==> config.mk <==
export PLATFORM = sky130hd
export DESIGN_NAME = sorted_insert_priority_queue_flat
export DESIGN_NICKNAME = d
export VERILOG_FILES = /design/src/rtl/core/sipq_pkg.sv /design/src/rtl/core/sipq_if.sv /design/src/rtl/core/sorted_insert_priority_queue.sv /design/src/flat_wrapper.sv
export SDC_FILE = /design/constraint.sdc
export NUM_CORES = 1
export LEC_CHECK = 0
export BUFFER_PORTS_ARGS = -buffer_cell sky130_fd_sc_hd__buf_4
export CORE_ASPECT_RATIO = 1.4
export CORE_MARGIN = 5
export CORE_UTILIZATION = 40
export DETAILED_ROUTE_END_ITERATION = 16
export MAX_ROUTING_LAYER = met4
export PLACE_DENSITY = 0.59
export SLEW_MARGIN = 20
export SYNTH_ARGS = -nofsm -noshare
export SYNTH_HDL_FRONTEND = slang
export SYNTH_SLANG_ARGS = --single-unit
==> constraint.sdc <==
create_clock -name i_clk -period 4.76 [get_ports i_clk]
set_input_delay 0.952 -clock i_clk [delete_from_list [all_inputs] [get_ports i_clk]]
set_output_delay 0.952 -clock i_clk [all_outputs]
set_load 0.02 [all_outputs]
==> src/rtl/core/sipq_pkg.sv <==
// ----------------------------------------------------------------------------
// sipq_pkg
// Types and constants of the sorted-insert priority queue.
// ----------------------------------------------------------------------------
package sipq_pkg;

    localparam int HOURS_W   = 5;
    localparam int MINUTES_W = 6;
    localparam int TAG_W     = 8;
    localparam int STATUS_W  = 2;
    localparam int OCC_W     = 4;

    localparam logic CMD_PUSH = 1'b0;
    localparam logic CMD_POP  = 1'b1;

    localparam logic [STATUS_W-1:0] ST_DONE  = 2'd0;
    localparam logic [STATUS_W-1:0] ST_FULL  = 2'd1;
    localparam logic [STATUS_W-1:0] ST_EMPTY = 2'd2;

    typedef struct packed {
        logic [HOURS_W-1:0]   hours;
        logic [MINUTES_W-1:0] minutes;
        logic [TAG_W-1:0]     tag;
    } t_entry;

endpackage

==> src/rtl/core/sipq_if.sv <==
// ----------------------------------------------------------------------------
// sipq_if
// Valid/ready channels of the queue: request in, response out.
// ----------------------------------------------------------------------------
interface sipq_req_if;
    logic                                valid;
    logic                                ready;
    logic                                cmd;
    logic [sipq_pkg::HOURS_W-1:0]        key_hours;
    logic [sipq_pkg::MINUTES_W-1:0]      key_minutes;
    logic [sipq_pkg::TAG_W-1:0]          tag;

    modport source (output valid, cmd, key_hours, key_minutes, tag, input ready);
    modport sink   (input valid, cmd, key_hours, key_minutes, tag, output ready);
endinterface

interface sipq_rsp_if;
    logic                                valid;
    logic                                ready;
    logic [sipq_pkg::STATUS_W-1:0]       status;
    logic [sipq_pkg::HOURS_W-1:0]        out_hours;
    logic [sipq_pkg::MINUTES_W-1:0]      out_minutes;
    logic [sipq_pkg::TAG_W-1:0]          out_tag;
    logic [sipq_pkg::OCC_W-1:0]          occupancy;

    modport source (output valid, status, out_hours, out_minutes, out_tag, occupancy,
                    input ready);
    modport sink   (input valid, status, out_hours, out_minutes, out_tag, occupancy,
                    output ready);
endinterface

==> src/rtl/core/sorted_insert_priority_queue.sv <==
// ----------------------------------------------------------------------------
// sorted_insert_priority_queue
// Bounded priority queue ordered by (hours, minutes); equal keys leave in
// arrival order. Entries sit in a ring in one synchronous RAM.
// ----------------------------------------------------------------------------
//  channel | dir | modport | payload
//  i_req   | in  | sink    | cmd, key_hours, key_minutes, tag
//  o_rsp   | out | source  | status, out_hours, out_minutes, out_tag, occupancy
//
//  One request at a time. A refused push or pop goes straight to the result state.
//  Pop: RAM read of the head, then the ring pointer advances.
//  Push: entries are compared walking back from the tail (S_PCMP),
//  one RAM read and one write per cycle; S_PNEW writes the new entry as head.
//  A result waiting in the output register does not block the next transfer.
//  Reset clears count, head pointer and handshake state; RAM is not cleared.
// ----------------------------------------------------------------------------
module sorted_insert_priority_queue #(
    parameter int CAPACITY = 8
) (
    input  logic            i_clk,
    input  logic            i_rst_n,
    sipq_req_if.sink        i_req,
    sipq_rsp_if.source      o_rsp
);

    localparam int AW = $clog2(CAPACITY);
    localparam int CW = $clog2(CAPACITY + 1);
    localparam logic [AW:0]   CAP_W   = (AW+1)'(CAPACITY);
    localparam logic [CW-1:0] CAP_CNT = CW'(CAPACITY);

    localparam logic [2:0] S_IDLE   = 3'd0;
    localparam logic [2:0] S_PCMP   = 3'd1;
    localparam logic [2:0] S_PNEW   = 3'd2;
    localparam logic [2:0] S_POPRD  = 3'd3;
    localparam logic [2:0] S_RESULT = 3'd4;

    function automatic logic [AW-1:0] f_phys(input logic [AW-1:0] base,
                                             input logic [AW-1:0] ofs);
        logic [AW:0] sum;
        sum = {1'b0, base} + {1'b0, ofs};
        if (sum >= CAP_W) begin
            sum = sum - CAP_W;
        end
        return sum[AW-1:0];
    endfunction

    sipq_pkg::t_entry r_mem [CAPACITY];
    sipq_pkg::t_entry r_rd_data;

    logic [2:0]                      r_state, n_state;
    logic [CW-1:0]                   r_count, n_count;
    logic [AW-1:0]                   r_head, n_head;
    logic [AW-1:0]                   r_j, n_j;
    sipq_pkg::t_entry                r_new, n_new;
    logic [sipq_pkg::STATUS_W-1:0]   r_res_status, n_res_status;
    sipq_pkg::t_entry                r_res_entry, n_res_entry;
    logic                            r_out_valid, n_out_valid;
    logic [sipq_pkg::STATUS_W-1:0]   r_out_status, n_out_status;
    sipq_pkg::t_entry                r_out_entry, n_out_entry;
    logic [sipq_pkg::OCC_W-1:0]      r_out_occ, n_out_occ;

    logic                            rd_en, wr_en;
    logic [AW-1:0]                   rd_addr, wr_addr;
    sipq_pkg::t_entry                wr_data;
    logic                            w_in_xfer, w_out_xfer, w_later;
    logic [CW-1:0]                   w_cnt_m1;
    logic [CW+3:0]                   w_cnt_ext;
    sipq_pkg::t_entry                w_in_entry;

    assign w_in_xfer  = i_req.valid && i_req.ready;
    assign w_out_xfer = r_out_valid && o_rsp.ready;
    assign w_cnt_m1   = r_count - CW'(1);
    assign w_cnt_ext  = {4'd0, r_count};
    assign w_later    = {r_rd_data.hours, r_rd_data.minutes} > {r_new.hours, r_new.minutes};
    assign w_in_entry = '{hours: i_req.key_hours, minutes: i_req.key_minutes,
                          tag: i_req.tag};

    always_comb begin
        n_state      = r_state;
        n_count      = r_count;
        n_head       = r_head;
        n_j          = r_j;
        n_new        = r_new;
        n_res_status = r_res_status;
        n_res_entry  = r_res_entry;
        n_out_valid  = r_out_valid;
        n_out_status = r_out_status;
        n_out_entry  = r_out_entry;
        n_out_occ    = r_out_occ;
        rd_en        = 1'b0;
        rd_addr      = r_head;
        wr_en        = 1'b0;
        wr_addr      = r_head;
        wr_data      = r_new;

        if (w_out_xfer) begin
            n_out_valid = 1'b0;
        end

        case (r_state)
            S_IDLE: begin
                if (w_in_xfer) begin
                    n_new       = w_in_entry;
                    n_res_entry = '0;
                    if (i_req.cmd == sipq_pkg::CMD_PUSH) begin
                        if (r_count >= CAP_CNT) begin
                            n_res_status = sipq_pkg::ST_FULL;
                            n_state      = S_RESULT;
                        end else if (r_count == '0) begin
                            wr_en        = 1'b1;
                            wr_addr      = r_head;
                            wr_data      = w_in_entry;
                            n_count      = r_count + CW'(1);
                            n_res_status = sipq_pkg::ST_DONE;
                            n_state      = S_RESULT;
                        end else begin
                            rd_en   = 1'b1;
                            rd_addr = f_phys(r_head, w_cnt_m1[AW-1:0]);
                            n_j     = w_cnt_m1[AW-1:0];
                            n_state = S_PCMP;
                        end
                    end else begin
                        if (r_count == '0 || r_count > CAP_CNT) begin
                            n_res_status = sipq_pkg::ST_EMPTY;
                            n_state      = S_RESULT;
                        end else begin
                            rd_en   = 1'b1;
                            rd_addr = r_head;
                            n_state = S_POPRD;
                        end
                    end
                end
            end
            S_PCMP: begin
                wr_en   = 1'b1;
                wr_addr = f_phys(r_head, r_j + AW'(1));
                if (w_later) begin
                    wr_data = r_rd_data;
                    if (r_j == '0) begin
                        n_state = S_PNEW;
                    end else begin
                        rd_en   = 1'b1;
                        rd_addr = f_phys(r_head, r_j - AW'(1));
                        n_j     = r_j - AW'(1);
                    end
                end else begin
                    wr_data      = r_new;
                    n_count      = r_count + CW'(1);
                    n_res_status = sipq_pkg::ST_DONE;
                    n_state      = S_RESULT;
                end
            end
            S_PNEW: begin
                wr_en        = 1'b1;
                wr_addr      = r_head;
                wr_data      = r_new;
                n_count      = r_count + CW'(1);
                n_res_status = sipq_pkg::ST_DONE;
                n_state      = S_RESULT;
            end
            S_POPRD: begin
                n_res_entry  = r_rd_data;
                n_res_status = sipq_pkg::ST_DONE;
                n_head       = f_phys(r_head, AW'(1));
                n_count      = r_count - CW'(1);
                n_state      = S_RESULT;
            end
            S_RESULT: begin
                if (!r_out_valid || o_rsp.ready) begin
                    n_out_valid  = 1'b1;
                    n_out_status = r_res_status;
                    n_out_entry  = r_res_entry;
                    n_out_occ    = w_cnt_ext[3:0];
                    n_state      = S_IDLE;
                end
            end
            default: begin
                n_state = S_IDLE;
            end
        endcase
    end

    // entry RAM: one write, one registered read per cycle
    always_ff @(posedge i_clk) begin
        if (wr_en) begin
            r_mem[wr_addr] <= wr_data;
        end
        if (rd_en) begin
            r_rd_data <= r_mem[rd_addr];
        end
    end

    always_ff @(posedge i_clk) begin
        if (!i_rst_n) begin
            r_state     <= S_IDLE;
            r_count     <= '0;
            r_head      <= '0;
            r_out_valid <= 1'b0;
        end else begin
            r_state     <= n_state;
            r_count     <= n_count;
            r_head      <= n_head;
            r_out_valid <= n_out_valid;
        end
    end

    always_ff @(posedge i_clk) begin
        r_j          <= n_j;
        r_new        <= n_new;
        r_res_status <= n_res_status;
        r_res_entry  <= n_res_entry;
        r_out_status <= n_out_status;
        r_out_entry  <= n_out_entry;
        r_out_occ    <= n_out_occ;
    end

    assign i_req.ready       = (r_state == S_IDLE);
    assign o_rsp.valid       = r_out_valid;
    assign o_rsp.status      = r_out_status;
    assign o_rsp.out_hours   = r_out_entry.hours;
    assign o_rsp.out_minutes = r_out_entry.minutes;
    assign o_rsp.out_tag     = r_out_entry.tag;
    assign o_rsp.occupancy   = r_out_occ;

    a_count_bound: assert property (@(posedge i_clk) disable iff (!i_rst_n)
        r_count <= CAP_CNT)
        else $error("entry count beyond capacity");

    a_head_bound: assert property (@(posedge i_clk) disable iff (!i_rst_n)
        {1'b0, r_head} < CAP_W)
        else $error("head pointer outside ring");

    a_empty_pop: assert property (@(posedge i_clk) disable iff (!i_rst_n)
        (w_in_xfer && i_req.cmd == sipq_pkg::CMD_POP && r_count == '0)
        |=> (r_state == S_RESULT && r_res_status == sipq_pkg::ST_EMPTY
             && $stable(r_count)))
        else $error("empty pop not refused");

    a_refused_zero: assert property (@(posedge i_clk) disable iff (!i_rst_n)
        (r_out_valid && r_out_status != sipq_pkg::ST_DONE) |-> (r_out_entry == '0))
        else $error("refused transfer carries data");

endmodule

==> src/flat_wrapper.sv <==
// flat-port wrapper written by rule: the top's interface ports become plain ports
module sorted_insert_priority_queue_flat 
#(
    parameter int CAPACITY = 8
)
  (i_clk, i_rst_n, i_req_valid, i_req_cmd, i_req_key_hours, i_req_key_minutes, i_req_tag, i_req_ready, o_rsp_valid, o_rsp_status, o_rsp_out_hours, o_rsp_out_minutes, o_rsp_out_tag, o_rsp_occupancy, o_rsp_ready);
  sipq_req_if i_req_i ();
  sipq_rsp_if o_rsp_i ();
  input  logic i_clk;
  input  logic i_rst_n;
  input wire logic [$bits(i_req_i.valid)-1:0] i_req_valid;
  input wire logic [$bits(i_req_i.cmd)-1:0] i_req_cmd;
  input wire logic [$bits(i_req_i.key_hours)-1:0] i_req_key_hours;
  input wire logic [$bits(i_req_i.key_minutes)-1:0] i_req_key_minutes;
  input wire logic [$bits(i_req_i.tag)-1:0] i_req_tag;
  output wire logic [$bits(i_req_i.ready)-1:0] i_req_ready;
  output wire logic [$bits(o_rsp_i.valid)-1:0] o_rsp_valid;
  output wire logic [$bits(o_rsp_i.status)-1:0] o_rsp_status;
  output wire logic [$bits(o_rsp_i.out_hours)-1:0] o_rsp_out_hours;
  output wire logic [$bits(o_rsp_i.out_minutes)-1:0] o_rsp_out_minutes;
  output wire logic [$bits(o_rsp_i.out_tag)-1:0] o_rsp_out_tag;
  output wire logic [$bits(o_rsp_i.occupancy)-1:0] o_rsp_occupancy;
  input wire logic [$bits(o_rsp_i.ready)-1:0] o_rsp_ready;
  assign i_req_i.valid = i_req_valid;
  assign i_req_i.cmd = i_req_cmd;
  assign i_req_i.key_hours = i_req_key_hours;
  assign i_req_i.key_minutes = i_req_key_minutes;
  assign i_req_i.tag = i_req_tag;
  assign i_req_ready = i_req_i.ready;
  assign o_rsp_valid = o_rsp_i.valid;
  assign o_rsp_status = o_rsp_i.status;
  assign o_rsp_out_hours = o_rsp_i.out_hours;
  assign o_rsp_out_minutes = o_rsp_i.out_minutes;
  assign o_rsp_out_tag = o_rsp_i.out_tag;
  assign o_rsp_occupancy = o_rsp_i.occupancy;
  assign o_rsp_i.ready = o_rsp_ready;
  sorted_insert_priority_queue #(.CAPACITY(CAPACITY)) u_core (.i_clk(i_clk), .i_rst_n(i_rst_n), .i_req(i_req_i), .o_rsp(o_rsp_i));
endmodule
==> flow_metrics.env, run 1 <==
export IMPL_ys_ff_latch=250
export IMPL_crit_top_cell="inv_1"
export IMPL_drtPass1Iterations=6
export IMPL_slew_viol_final=0
export IMPL_track_usage_pct=15.9
export IMPL_avgSynthCellArea_um2=15.1
export IMPL_viasPerCell=5.73
export IMPL_holdWs_ps=419
export IMPL_antenna_found_initial=0
export IMPL_finalCriticalPeriod_ps=3850
export IMPL_cpLargestDelayFamily="simple AND/OR/NAND/NOR gates"
export IMPL_setup_worst_path_end_class="register"
export IMPL_dp_hpwl_um=15900
export IMPL_final_nets=794
export IMPL_fin_skew_ps=10.6
export IMPL_crit_fanout=38
export IMPL_post_cts_setup_buffers=0
export IMPL_cts_path_max_buffers=3
export IMPL_cts_buffers_inserted=23
export IMPL_fp_row_count=71
export IMPL_synthAdderAreaFrac_pct=2.78
export IMPL_synth_area_um2=10700
export IMPL_cp_slowest_cell="buf_4"
export IMPL_wl_per_cell_um=21.7
export IMPL_drv_cap=0
export IMPL_setup_tns_final_ps=0
export IMPL_ys_seq_area_share_pct=69.0
export IMPL_max_stage_delay_ps=470
export IMPL_cp_start_kind="register"
export IMPL_htree_levels=1
export IMPL_slew_headroom_pct=26.8
export IMPL_wirelength_um=23700
export IMPL_grt_pass1_vias=6442
export IMPL_ant_nets=0
export IMPL_io_pin_count=51
export IMPL_layout_drive_gt1_share_pct=19.1
export IMPL_hold_buffers=0
export IMPL_cp_data_arrival_time_ps=4080
export IMPL_setup_viol=0
export IMPL_dieArea_um2=30200
export IMPL_grt_pass1_wl_um=37000
export IMPL_synth_cells=709
export IMPL_hold_viol=0
export IMPL_syn2layout_area_growth_pct=12.6
export IMPL_io_buffer_count=50
export IMPL_synth_compound_area_share_pct=11.9
export IMPL_cts_tree="yes"
export IMPL_dpl_instance_area_um2=11400
export IMPL_grt_overflow=0
export IMPL_hp_class="register to register"
export IMPL_gp_congestion=0.859
export IMPL_yosys_warnings=0
export IMPL_synth_ff_type="edfxtp_1"
export IMPL_muxShareOfSynthArea_pct=0.374
export IMPL_status="completed"
export IMPL_drtIter0Drc=477
export IMPL_worst_path_buf_inv=3
export IMPL_grt_max_degree=77
export IMPL_numClockSinks=250
export IMPL_crit_type="register to register"
export IMPL_max_freq_mhz=260
export IMPL_initial_core_util_pct=40.2
export IMPL_fin_crit_sh_pct=80.9
export IMPL_clock_latency_ps=510
export IMPL_die_x_um=148
export IMPL_pwr_density_cell_nw_per_um2=559
export IMPL_rsz0062_at_grt="false"
export IMPL_drc_errors=0
export IMPL_synth_edf_count=239
export IMPL_synth_top_family_by_area="compound AO/OA/AOI/OAI gates"
export IMPL_leakage_nw=4.15
export IMPL_worst_slew_pin_slew_ps=1100
export IMPL_root_buffer="clkbuf_16"
export IMPL_synth_nets=755
export IMPL_synth_simple_area_share_pct=10.6
export IMPL_async_reset_ff_share_pct=0
export IMPL_clk_pin_slew_ps=60
export IMPL_power_mw=6.75
export IMPL_antenna_cells_inserted=0
export IMPL_synth_xor_area_share_pct=1.31
export IMPL_final_area_um2=12100
export IMPL_path_cells="inv_1 -> ha_1 -> inv_1 -> fa_1 -> xnor2_1 -> or3_1 -> a211oi_1 -> a22oi_2 -> xnor2_2 -> buf_4 -> a2111oi_0 -> nor4_1"
export IMPL_synth_cell_types=53
export IMPL_ir_worst_vdd_mv=0.179
export IMPL_cp_required_ps=4990
export IMPL_die_h_um=204
export IMPL_core_um2=26700
export IMPL_vias=6258
export IMPL_post_cts_resized=0
-- final cells by class --
cell class                 count  area, um^2
tap                          328         410
timing repair buffer          64         480
multi-input combinational    367        2960
clock inverter                15        83.8
fill                        2315       14600
sequential                   250        7400
inverter                      42         158
clock buffer                  26         587
-- synthesized netlist by cell type, types with 2 or more instances --
master	n	area share [%]
xnor2_1	10	0.82
a211oi_1	5	0.35
a21o_1	2	0.14
nor2b_1	6	0.35
clkbuf_1	23	0.81
buf_2	15	0.70
nand4_1	2	0.12
ha_1	19	2.2
nand2_1	21	0.74
o21ai_0	5	0.23
nor4_1	20	1.2
o21ai_1	2	0.093
a2111oi_2	22	3.1
xor2_1	6	0.49
nor3_4	2	0.30
nand2b_1	2	0.12
buf_6	6	0.63
edfxtp_1	239	67
fa_1	3	0.56
nor2_1	23	0.81
and2_1	22	1.3
nand3_1	2	0.093
a2111oi_1	10	0.93
and3_1	77	4.5
a222oi_1	18	1.7
a211o_2	2	0.19
mux2i_1	4	0.37
o22a_1	2	0.16
inv_1	42	1.5
a2111oi_0	44	3.6
or3_1	2	0.12
buf_4	6	0.42
dfxtp_1	11	2.1
a32oi_1	2	0.16
a21oi_1	13	0.61
nor3_1	2	0.093
-- routing by layer --
metal / wire, um / share of wire (%) / vias up / track usage, %
met5: 0 / 0 / - / -
met4: 737 / 3.1 / 0 / 5.08
met3: 1430 / 6.1 / 40 / 2.40
met2: 11900 / 50 / 219 / 26.8
met1: 9580 / 40 / 3093 / 19.9
li1: - / - / 2906 / -
-- cells in the final DEF, fill, tap and decap left out, types with 2 or more instances in the layout --
master,instances
edfxtp_1,239
and3_1,77
buf_4,64
a2111oi_0,44
inv_1,42
clkbuf_16,23
and2_1,22
a2111oi_2,22
nand2_1,21
nor4_1,20
ha_1,19
a222oi_1,18
nor2_1,15
a21oi_1,13
dfxtp_1,11
a2111oi_1,10
xnor2_1,9
clkinv_2,7
nor2_2,6
nor2b_1,6
xor2_1,5
o21ai_0,5
a211oi_1,5
mux2i_1,4
clkinv_1,4
nor3_4,3
fa_1,3
clkbuf_1,3
nand2b_1,2
o22a_1,2
a21o_1,2
nor2_4,2
a32oi_1,2
nand4_1,2
or3_1,2
nand3_1,2
o21ai_1,2
a211o_2,2
inv_6,2
-- stage by stage --
stage	utilization, %	worst slack [ps]	instances
finish	45.3	907	1092
global route	45.3	660	1092
CTS	45.3	868	1092
detailed placement	42.8	873	1051
global placement	42.7	926	1051
floorplan	-	1580	709
-- logic make-up (layout without fill, tap and decap cells) --
group,Yosys count,after routing
compound gates,133,133
xor+xnor,16,16
fa+ha+maj,22,22
buf+inv,92,147
flops,250,250
mux,4,4
simple gates,192,192
-- flip-flops by register name, indices dropped and copies added, names as in the netlist, 4 cells and up --
signal and cells:
u_core.r_count 4, u_core.r_mem 152, u_core.r_res_entry 19, u_core.o_rsp.occupancy 4, u_core.o_rsp.out_minutes 6, u_core.r_new 19, u_core.o_rsp.out_tag 8, u_core.o_rsp.out_hours 5
u_core.r_rd_data 19
-- worst paths after layout --
| kind | startpoint | end | slack [ps] | depth (start not counted) |
|---|---|---|---|---|
| worst max register to register | u_core.r_j[0] | u_core.r_rd_data[18] | 910 | 12 |
| worst max-delay path | u_core.r_j[0] | u_core.r_rd_data[18] | 910 | 12 |
| worst min register to register | u_core.r_res_entry[5] | u_core.o_rsp.out_tag[5] | 420 | 0 |
| worst min-delay path | u_core.r_res_entry[5] | u_core.o_rsp.out_tag[5] | 420 | 0 |
-- power breakdown --
| group | internal [mW] | total, mW | switching [mW] |
|---|---|---|---|
| clock network | 0.892 | 1.66 | 0.768 |
| logic | 0.590 | 1.89 | 1.30 |
| registers | 3.06 | 3.20 | 0.139 |
| total | 4.54 | 6.75 | 2.21 |
(Power assumes the default switching activity.)
==> run 2: changes to the inputs <==
PLACE_DENSITY = 0.61   (was 0.59)
clock period = 3.5 ns   (was 4.76 ns; I/O delays follow)
==> flow_metrics.env, run 2 (synthesized netlist as in run 1, its figures left out) <==
export IMPL_max_stage_delay_ps=380
export IMPL_worst_slew_pin_slew_ps=867
export IMPL_fin_util_pct=47.0
export IMPL_clock_latency_ps=540
export IMPL_setup_viol=0
export IMPL_viasPerCell=5.69
export IMPL_die_h_um=204
export IMPL_layout_drive_gt1_share_pct=22.7
export IMPL_power_frac_seq_pct=45.5
export IMPL_cts_path_max_buffers=3
export IMPL_cp_slowest_cell="fa_2"
export IMPL_largest_register="u_core.r_mem"
export IMPL_core_um2=26700
export IMPL_drc_errors=0
export IMPL_path_cells="inv_1 -> ha_1 -> inv_1 -> fa_2 -> xnor2_1 -> or3_1 -> a211oi_2 -> a22oi_2 -> xnor2_2 -> clkbuf_16 -> clkbuf_4 -> buf_4 -> a2111oi_4 -> nor4_1"
export IMPL_setup_worst_path_end_class="register"
export IMPL_met3_usage_pct=2.07
export IMPL_setup_slack_ps=146
export IMPL_place_ws_ps=-35.0
export IMPL_die_x_um=148
export IMPL_min_from="i_req_key_minutes[4]"
export IMPL_grt_pass1_wl_um=37000
export IMPL_pwr_density_cell_nw_per_um2=761
export IMPL_largest_reg_flops=152
export IMPL_ff_latch_area_um2=7400
export IMPL_crit_type="register to register"
export IMPL_io_pin_count=51
export IMPL_htree_levels=1
export IMPL_fin_skew_ps=15.1
export IMPL_startpoint="u_core.r_j[0]"
export IMPL_clk_pin_slew_ps=70
export IMPL_root_buffer="clkbuf_16"
export IMPL_slew_viol_final=0
export IMPL_cp_start_kind="register"
export IMPL_vias=6374
export IMPL_layout_common_cells="edfxtp_1, buf_4, and3_1, inv_1, a2111oi_0"
export IMPL_hold_buffers=0
export IMPL_multi_input_area_um2=3000
export IMPL_io_buffer_count=50
export IMPL_wirelength_um=24600
export IMPL_leakage_nw=4.36
export IMPL_antenna_cells_inserted=0
export IMPL_cp_required_ps=3770
export IMPL_antenna_found_initial=0
export IMPL_drtPass1Iterations=5
export IMPL_p_clk_share_pct=24.9
export IMPL_gp_congestion=0.777
export IMPL_max_freq_mhz=298
export IMPL_crit_fanout=4
export IMPL_ant_nets=0
export IMPL_wl_per_cell_um=21.9
export IMPL_cts_tree="yes"
export IMPL_crit_top_cell="inv_1"
export IMPL_grtUsageMet1_pct=19.4
export IMPL_fp_row_count=71
export IMPL_crit_end="u_core.r_rd_data[7]"
export IMPL_ir_worst_vdd_mv=0.328
export IMPL_numClockSinks=250
export IMPL_syn2layout_area_growth_pct=16.8
export IMPL_final_nets=824
export IMPL_dieArea_um2=30200
export IMPL_drtIter0Drc=463
export IMPL_pwr_share_comb_pct=29.6
export IMPL_initial_core_util_pct=40.2
export IMPL_final_common_cell="edfxtp_1"
export IMPL_dp_hpwl_um=14800
export IMPL_grt_max_degree=77
export IMPL_hold_viol=0
export IMPL_p_switching_mw=3.05
export IMPL_worst_r2r_endpoint="u_core.r_rd_data[7]"
export IMPL_track_usage_pct=16.2
export IMPL_p_int_mw=6.47
export IMPL_grt_busiest_layer="met2"
export IMPL_use_met2_pct=28.5
export IMPL_finalCriticalPeriod_ps=3350
export IMPL_rr_startpoint="u_core.r_j[0]"
export IMPL_hp_class="primary input to register"
export IMPL_slew_headroom_pct=42.2
export IMPL_reg2reg_depth=14
export IMPL_reg2reg_slack_ps=150
export IMPL_grt_pass1_vias=6377
export IMPL_cp_data_arrival_time_ps=3620
export IMPL_fillers=2232
export IMPL_status="completed"
export IMPL_switching_share_pct=32.0
export IMPL_cts_buffers_inserted=23
export IMPL_grt_overflow=0
export IMPL_drv_cap=0
export IMPL_fin_crit_sh_pct=95.8
==> run 2: worst min path at each step <==
stage / cells after the start / end
3_5_place_dp: 0 / u_core.o_rsp.out_tag[5]
3_3_place_gp: 0 / u_core.o_rsp.out_tag[6]
2_1_floorplan: 0 / u_core.o_rsp.out_hours[0]
4_1_cts: 1 / u_core.r_new[15]
6_report: 1 / u_core.r_new[12]
5_1_grt: 1 / u_core.r_new[15]
==> run 2: stage by stage <==
step	std cells	setup TNS [ps]	total power, mW	hold slack [ps]	cell area, um^2
6_report	1121	0	9.52	343	12500
5_1_grt	1121	-1.87	10.0	327	12500
4_1_cts	1111	0	9.48	329	12400
3_5_place_dp	1071	-35.0	7.10	405	11600
3_3_place_gp	1071	0	7.06	401	11600
2_1_floorplan	709	0	6.07	400	10700
==> run 2: cell type report <==
cell class              instances  area share, %
flip-flops and latches        250           59.1
inverters                      42           1.26
well taps                     328           3.28
clock buffers                  23           4.60
clock inverters                17          0.990
repair buffers                 94           6.84
multi-input cells             367           23.9
==> run 2: worst max-delay path: cells and delay by family, from the launching register on <==
family	cells	cell delay, ps
compound gates	3	590
xor+xnor	2	340
fa+ha+maj	2	680
buf+inv	5	690
flops	1	360
simple gates	2	410
==> run 2: timing repair <==
| item | in CTS | in global routing |
|---|---|---|
| endpoints found under the hold margin | 0 | 0 |
| resized for setup | 1 | 15 |
| buffers inserted | 0 | 9 |
| setup endpoints to repair | 1 | 16 |
| cloned | 0 | 1 |
| pin swaps | 1 | 3 |
==> run 2: power by group through the flow <==
stage	Sequential, mW	Combinational (mW)	Clock (mW)
after global placement	4.39	2.68	0
final	4.33	2.81	2.38
after floorplan	4.43	1.64	0
after CTS	4.33	2.72	2.43
after global routing	4.37	3.09	2.55
after detailed placement	4.39	2.71	0
==> run 2: metal layers <==
metal	share of wire [%]	wire length, um
met1	41	10100
met2	51	12600
met3	4.8	1190
met4	2.7	671
met5	0	0
